File: config.mk
export PLATFORM = sky130hd
export DESIGN_NAME = gbhs_ctrl
export DESIGN_NICKNAME = d
export VERILOG_FILES = /design/src/rtl/gbhs_pkg.sv /design/src/rtl/gbhs_ctrl.sv
export SDC_FILE = /design/constraint.sdc
export NUM_CORES = 1
export LEC_CHECK = 0
export BUFFER_PORTS_ARGS = -buffer_cell sky130_fd_sc_hd__buf_2
export CAP_MARGIN = 20
export CORE_AREA = 2 2 39 41
export CTS_CLUSTER_DIAMETER = 100
export DETAILED_ROUTE_END_ITERATION = 10
export DIE_AREA = 0 0 41 43
export GPL_ROUTABILITY_DRIVEN = 0
export PLACE_DENSITY = 0.72
export SLEW_MARGIN = 5
export SYNTH_ARGS = -nofsm -noshare
export SYNTH_HDL_FRONTEND = slang
export SYNTH_SLANG_ARGS = --single-unit
File: constraint.sdc
create_clock -name clk -period 1.55 [get_ports clk]
set_input_delay 0 -clock clk [delete_from_list [all_inputs] [get_ports clk]]
set_output_delay 0 -clock clk [all_outputs]
set_load 0.02 [all_outputs]
File: src/rtl/gbhs_pkg.sv
// gbhs_pkg: types and constants for the greedy boost heap scheduler
// no dependencies
`timescale 1ns / 1ps
package gbhs_pkg;
    localparam int HEAP_DEPTH = 1024;
    localparam int AW = $clog2(HEAP_DEPTH);
    localparam int SW = $clog2(HEAP_DEPTH + 1);
    localparam int VW = 30;
    localparam int PW = 48;
    localparam int CW = 20;
    localparam logic [PW-1:0] POWER_MAX = {PW{1'b1}};
    localparam logic [CW-1:0] COUNT_MAX = {CW{1'b1}};

    typedef enum logic [3:0] {
        ST_IDLE, ST_DECIDE, ST_PUSH_RD, ST_PUSH_CMP, ST_POP_CHK, ST_POP_RD,
        ST_POP_CMP, ST_POP_WR, ST_OUT
    } state_t;

    // controller commands to datapath
    typedef struct packed {
        logic load;       // capture request
        logic push_init;  // start push
        logic push_rd;    // read parent
        logic push_move;  // move parent down
        logic push_done;  // write value at hole
        logic pop_init;   // take top, read last
        logic pop_rd;     // read children
        logic pop_move;   // move child up
        logic pop_done;   // write last at hole
        logic set_fail;
        logic set_ovf;
    } cmd_t;

    // datapath status to controller
    typedef struct packed {
        logic is_hurdle;
        logic failed;
        logic heap_full;
        logic heap_empty;
        logic power_short;
        logic push_at_root;
        logic parent_ge;
        logic pop_no_child;
        logic child_le;
        logic pop_last;
    } stat_t;
endpackage

File: src/rtl/gbhs_ctrl.sv
// gbhs_ctrl: sequencer for push, pop and result handoff
// depends on gbhs_pkg
`timescale 1ns / 1ps
module gbhs_ctrl (
    input  logic            clk,
    input  logic            rst_n,
    input  logic            in_valid,
    output logic            in_ready,
    output logic            out_valid,
    input  logic            out_ready,
    input  gbhs_pkg::stat_t stat,
    output gbhs_pkg::cmd_t  cmd
);
    import gbhs_pkg::*;

    state_t state_reg, state_next;

    // state register
    always_ff @(posedge clk or negedge rst_n)
    begin
        if (!rst_n)
            state_reg <= ST_IDLE;
        else
            state_reg <= state_next;
    end

    // next state and commands
    always_comb
    begin
        state_next = state_reg;
        cmd = '0;
        in_ready = 1'b0;
        out_valid = 1'b0;
        unique case (state_reg)
            ST_IDLE:
            begin
                in_ready = 1'b1;
                if (in_valid)
                begin
                    cmd.load = 1'b1;
                    state_next = ST_DECIDE;
                end
            end
            ST_DECIDE:
            begin
                if (stat.failed)
                    state_next = ST_OUT;
                else if (!stat.is_hurdle)
                begin
                    if (stat.heap_full)
                    begin
                        cmd.set_ovf = 1'b1;
                        state_next = ST_OUT;
                    end
                    else
                    begin
                        cmd.push_init = 1'b1;
                        state_next = ST_PUSH_RD;
                    end
                end
                else
                    state_next = ST_POP_CHK;
            end
            ST_PUSH_RD:
            begin
                if (stat.push_at_root)
                begin
                    cmd.push_done = 1'b1;
                    state_next = ST_OUT;
                end
                else
                begin
                    cmd.push_rd = 1'b1;
                    state_next = ST_PUSH_CMP;
                end
            end
            ST_PUSH_CMP:
            begin
                if (stat.parent_ge)
                begin
                    cmd.push_done = 1'b1;
                    state_next = ST_OUT;
                end
                else
                begin
                    cmd.push_move = 1'b1;
                    state_next = ST_PUSH_RD;
                end
            end
            ST_POP_CHK:
            begin
                if (!stat.power_short)
                    state_next = ST_OUT;
                else if (stat.heap_empty)
                begin
                    cmd.set_fail = 1'b1;
                    state_next = ST_OUT;
                end
                else
                begin
                    cmd.pop_init = 1'b1;
                    state_next = ST_POP_WR;
                end
            end
            ST_POP_WR:
            begin
                // top and last are registered, now sift
                if (stat.pop_last)
                    state_next = ST_POP_CHK;
                else
                    state_next = ST_POP_RD;
            end
            ST_POP_RD:
            begin
                if (stat.pop_no_child)
                begin
                    cmd.pop_done = 1'b1;
                    state_next = ST_POP_CHK;
                end
                else
                begin
                    cmd.pop_rd = 1'b1;
                    state_next = ST_POP_CMP;
                end
            end
            ST_POP_CMP:
            begin
                if (stat.child_le)
                begin
                    cmd.pop_done = 1'b1;
                    state_next = ST_POP_CHK;
                end
                else
                begin
                    cmd.pop_move = 1'b1;
                    state_next = ST_POP_RD;
                end
            end
            ST_OUT:
            begin
                out_valid = 1'b1;
                if (out_ready)
                    state_next = ST_IDLE;
            end
            default: state_next = ST_IDLE;
        endcase
    end
endmodule

==> results of run 1 <==
-- cell usage in the layout, fill, tap and decap left out, types with 2 or more instances in the layout --
cell type  instances
inv_1              3
nor3_1             3
buf_6              2
nor4b_2            2
buf_4              6
clkbuf_4           3
dfrtp_1            4
mux2i_1            2
buf_2             24
nor3b_1            2
nor2_1             8
nand2b_1           3
a31oi_1            2
-- cell type report --
cell class,instances,area (µm²)
clock buffers,3,22.5
fillers,134,706
inverters,3,11.3
multi-input cells,43,327
flip-flops and latches,4,100
well taps,16,20.0
repair buffers,33,198
-- stage by stage --
stage / utilization / total power, mW / cells / setup TNS (ns) / instance area, µm²
after floorplan: - / 0.668 / 54 / 0 / 437
after global placement: 0.440 / 0.854 / 98 / 0 / 609
after detailed placement: 0.440 / 0.874 / 98 / 0 / 609
after CTS: 0.466 / 1.02 / 102 / 0 / 644
after global routing: 0.490 / 1.16 / 102 / -0.0351 / 678
final: 0.490 / 1.07 / 102 / 0 / 678
-- metal layers --
metal  routed length, µm  vias to the layer above
met5                   0                        -
met4                  10                        0
met3                 101                        2
met2                 689                       29
met1                 522                      243
li1                    -                      269
-- critical path: stages (launching register included) --
cell and delay (ns):
dfrtp_1 0.40, or4b_4 0.55, o32a_1 0.20, a221oi_2 0.25
-- cells by family after synthesis --
family | Yosys count | share of synthesized area
compound gates | 10 | 0.198
mux | 2 | 0.0472
simple gates | 31 | 0.440
buf+inv | 7 | 0.0796
flops | 4 | 0.236
-- report_power, final --
group | switching (mW) | leakage, nW | total [mW] | internal [mW]
Clock | 0.0442 | 0.0138 | 0.131 | 0.0867
Sequential | 0.0348 | 0.0525 | 0.181 | 0.146
Combinational | 0.409 | 0.267 | 0.761 | 0.351
Total | 0.488 | 0.333 | 1.07 | 0.584
-- worst paths after layout --
| kind | depth (start not counted) | start | slack (ns) | end |
|---|---|---|---|---|
| max reg2reg | 3 | state_reg[3] | 0.06 | state_reg[0] |
| max | 3 | state_reg[3] | 0.06 | state_reg[0] |
| min in group asynchronous | 2 | rst_n | 0.10 | state_reg[1] |
| min reg2reg | 2 | state_reg[3] | 0.62 | state_reg[0] |
| min | 2 | stat[7] | 0.05 | state_reg[1] |
| max in group asynchronous | 2 | rst_n | 1.32 | state_reg[3] |
-- timing repair --
action	in CTS	in global routing
gates cloned	0	0
hold buffers	1	0
hold endpoints to repair	4	0
gates resized for setup	1	9
endpoints found under the setup margin	3	7
pin swaps	1	0
==> reports/metrics.yaml, run 1 <==
status: "finished clean"
min_period_ns: 1.49
met1_usage: 0.199
firstDrtPassIters: 4
slew_viol_final: 0
grt_util_met2: 0.281
netlist_top_cells_area: "dfrtp_1 24%, nor2_1 8.0%, nor4b_1 6.2%, nor3b_1 5.3%, mux2i_1 4.7%"
fmax_mhz: 673
die_h_um: 43
crit_fanout: 4
worstMarginPinSlew_ns: 0.244
cts-root-buf: "clkbuf_4"
ys_seq_area_frac: 0.236
power_leakage_nw: 0.333
synthArstFlopShare: 1.00
port_buffers: 26
htree_num_levels: 1
pin_count: 27
peakVddDrop_mv: 0.512
area_growth_pct: 59.9
insertion_delay_ns: 0.24
start_util: 0.307
grt_pass1_vias: 482
power.density_nw_per_um2: 1580
syn_avg_cell_area_um2: 7.85
netlist_top_cells_count: "9 x nor2_1, 4 x dfrtp_1"
finalHoldWorstSlack_ns: 0.0549
path_clk_slew_ns: 0.04
largest_register_ffs: 4
pre_cts_slack_ns: 0.0788
n_antenna_cell: 0
hold_path.class: "in -> reg"
cts.sinks: 4
use_met3: 0.0314
vias: 543
finalHoldViolCount: 0
num_rows: 14
tritoncts: "built"
grt_max_degree: 15
synth_top_area_frac: 0.236
synthFlopType: "dfrtp_1"
synth.distinct_cells: 28
netlist_area_um2: 424
grt_overflow: 0
wl_per_cell_um: 13.0
ys_ff_latch: 4
clockBufferDepth: 2
grt-busiest-layer: "met2"
syn-instance-count: 54
die-area_um2: 1760
drcViolationCount: 0
setup_slack_ns: 0.0634
grt_pass1_wl_um: 2020
arrival_ns: 1.63
dp_hpwl_um: 1030
path_class: "reg -> reg"
ant_nets: 0
finClkSkew_ns: 0.00480
crit_required_ns: 1.69
wl_um: 1320
synth.most_common_cell: "nor2_1"
max_slew_margin: 0.835
yosysTopAreaCell: "dfrtp_1"
cp-start-kind: "flip-flop"
synth_edf_count: 0
drive_gt1_frac: 0.512
cts_setup_buffers: 0
antenna_found_initial: 0
coreArea_um2: 1380
fin_crit_sh: 0.959
drt_iter0_drc: 13
final-setup-viol-count: 0
grt_use_total: 0.177
fin_nets: 102
worst_setup_path_end_kind: "flip-flop"
yosysWarnings: 0
cts_buffers: 3
synthesis.nets: 68
die_width_um: 41
vias_per_cell: 5.32
maxCapViolCount: 0
Note: power is estimated with default switching activity, not from simulation.
==> run 2: changes to the inputs <==
CELL_PAD_IN_SITES_DETAIL_PLACEMENT = 1   (was default)
CELL_PAD_IN_SITES_GLOBAL_PLACEMENT = 1   (was default)
CORE_AREA = default   (was 2 2 39 41)
CORE_ASPECT_RATIO = 0.8   (was default)
CORE_MARGIN = 2   (was default)
CORE_UTILIZATION = 24   (was default)
CTS_CLUSTER_DIAMETER = 50   (was 100)
DIE_AREA = default   (was 0 0 41 43)
PLACE_DENSITY = 0.78   (was 0.72)
==> reports/metrics.yaml, run 2 (synthesized netlist as in run 1, its figures left out) <==
status: "complete, but fails checks"
violations: "setup timing"
worstReg2RegStart: "state_reg[2]"
r2r_slack_ns: 0.04
drcViolationCount: 0
fin_nets: 108
max_slew_margin: 0.819
firstDrtPassIters: 4
crit_required_ns: 1.55
clockBufferDepth: 2
path_class: "reg -> out"
setup_slack_ns: -0.00476
layout_commonest_cell: "buf_2"
coreArea_um2: 1640
maxCapViolCount: 0
final-setup-viol-count: 1
finalSetupTns_ns: -0.00476
num_rows: 13
finalHoldViolCount: 0
ant_nets: 0
worstMarginPinSlew_ns: 0.271
layout.area.seq_um2: 100
rsz0062_at_grt: "yes"
die-area_um2: 2120
grt-busiest-layer: "met2"
path_clk_slew_ns: 0.04
largest_register_ffs: 4
area_growth_pct: 84.1
htree_num_levels: 1
power.density_nw_per_um2: 1650
wl_per_cell_um: 17.6
pre_cts_slack_ns: 0.0490
die_h_um: 41.6
n_antenna_cell: 0
grt_overflow: 0
final_util: 0.475
peakVddDrop_mv: 0.791
cts.sinks: 4
cp-start-kind: "flip-flop"
drive_gt1_frac: 0.587
crit_fanout: 4
fin_crit_sh: 1.00
port_buffers: 26
worst_setup_path_end_kind: "output port"
arrival_ns: 1.55
pin_count: 27
vias_per_cell: 5.19
ff2ff_path_depth: 4
fmax_mhz: 643
dp_hpwl_um: 1360
reg2reg_to: "state_reg[0]"
grt_pass1_wl_um: 2790
tritoncts: "built"
grt_pass1_vias: 609
hold_path.class: "in -> reg"
n_fill_cell: 212
multi_input_area_um2: 365
wl_um: 2010
grt_max_degree: 11
start_util: 0.258
drt_iter0_drc: 8
cts-root-buf: "clkbuf_4"
critPathLaunch: "state_reg[3]"
antenna_found_initial: 0
cts_buffers: 3
slew_viol_final: 0
insertion_delay_ns: 0.25
die_width_um: 51
finClkSkew_ns: 0.00256
grt_use_total: 0.181
met1_usage: 0.191
grt_util_met2: 0.340
vias: 592
min_period_ns: 1.55
endpoint: "cmd[7]"
use_met3: 0.0540
layout_common_cells: "21 x buf_2, 14 x buf_4, 8 x nor2_1, 4 x dfrtp_1"
power_leakage_nw: 0.373
==> run 2: cell types whose count changed in the layout (fill, tap and decap cells not counted), sizes merged <==
| cell | before | now |
|---|---|---|
| buf | 32 | 38 |
==> run 2: critical path, cell delays in order (launching register included) <==
cell and delay (ns):
dfrtp_1 0.42, or3b_4 0.43, buf_6 0.14, nor3b_2 0.16, buf_4 0.16
==> run 2: cell type report <==
| cell class | count | area share |
|---|---|---|
| inverter | 3 | 0.0144 |
| tap | 22 | 0.0353 |
| multi-input combinational | 43 | 0.468 |
| sequential | 4 | 0.128 |
| timing repair buffer | 39 | 0.325 |
| clock buffer | 3 | 0.0288 |
==> run 2: report_power, final <==
group	internal, mW	total [mW]	switching [mW]	leakage, nW
logic	0.442	0.948	0.505	0.306
registers	0.146	0.200	0.0538	0.0525
clock network	0.0875	0.142	0.0550	0.0138
total	0.676	1.29	0.614	0.373
==> run 2: timing repair <==
| item | 4_1_cts | 5_1_grt |
|---|---|---|
| pin swaps | 2 | 3 |
| setup endpoints to repair | 6 | 9 |
| buffers inserted | 2 | 1 |
| gates resized for setup | 6 | 14 |
| hold buffers | 1 | 0 |
| endpoints found under the hold margin | 4 | 0 |
==> run 2: how the worst min path moves through the flow <==
| stage | cells after the start | to | from |
|---|---|---|---|
| after floorplan | 0 | state_reg[0] | rst_n |
| final | 2 | state_reg[1] | stat[7] |
| after global placement | 1 | state_reg[2] | rst_n |
| after CTS | 2 | state_reg[1] | stat[7] |
| after detailed placement | 1 | state_reg[2] | rst_n |
| after global routing | 2 | state_reg[1] | stat[7] |
==> run 2: metal layers <==
| metal | wire, µm | part of all wire |
|---|---|---|
| met1 | 809 | 0.40 |
| met2 | 1090 | 0.54 |
| met3 | 95 | 0.047 |
| met4 | 11 | 0.0055 |
| met5 | 0 | 0 |
==> run 2: stage by stage <==
step / std cells / instance area (µm²) / hold slack [ns] / total power [mW]
after floorplan: 54 / 437 / -0.296 / 0.668
after global placement: 107 / 639 / -0.189 / 0.921
after detailed placement: 107 / 639 / -0.181 / 0.949
after CTS: 113 / 708 / 0.0763 / 1.16
after global routing: 114 / 781 / 0.0924 / 1.37
final: 114 / 781 / 0.0727 / 1.29
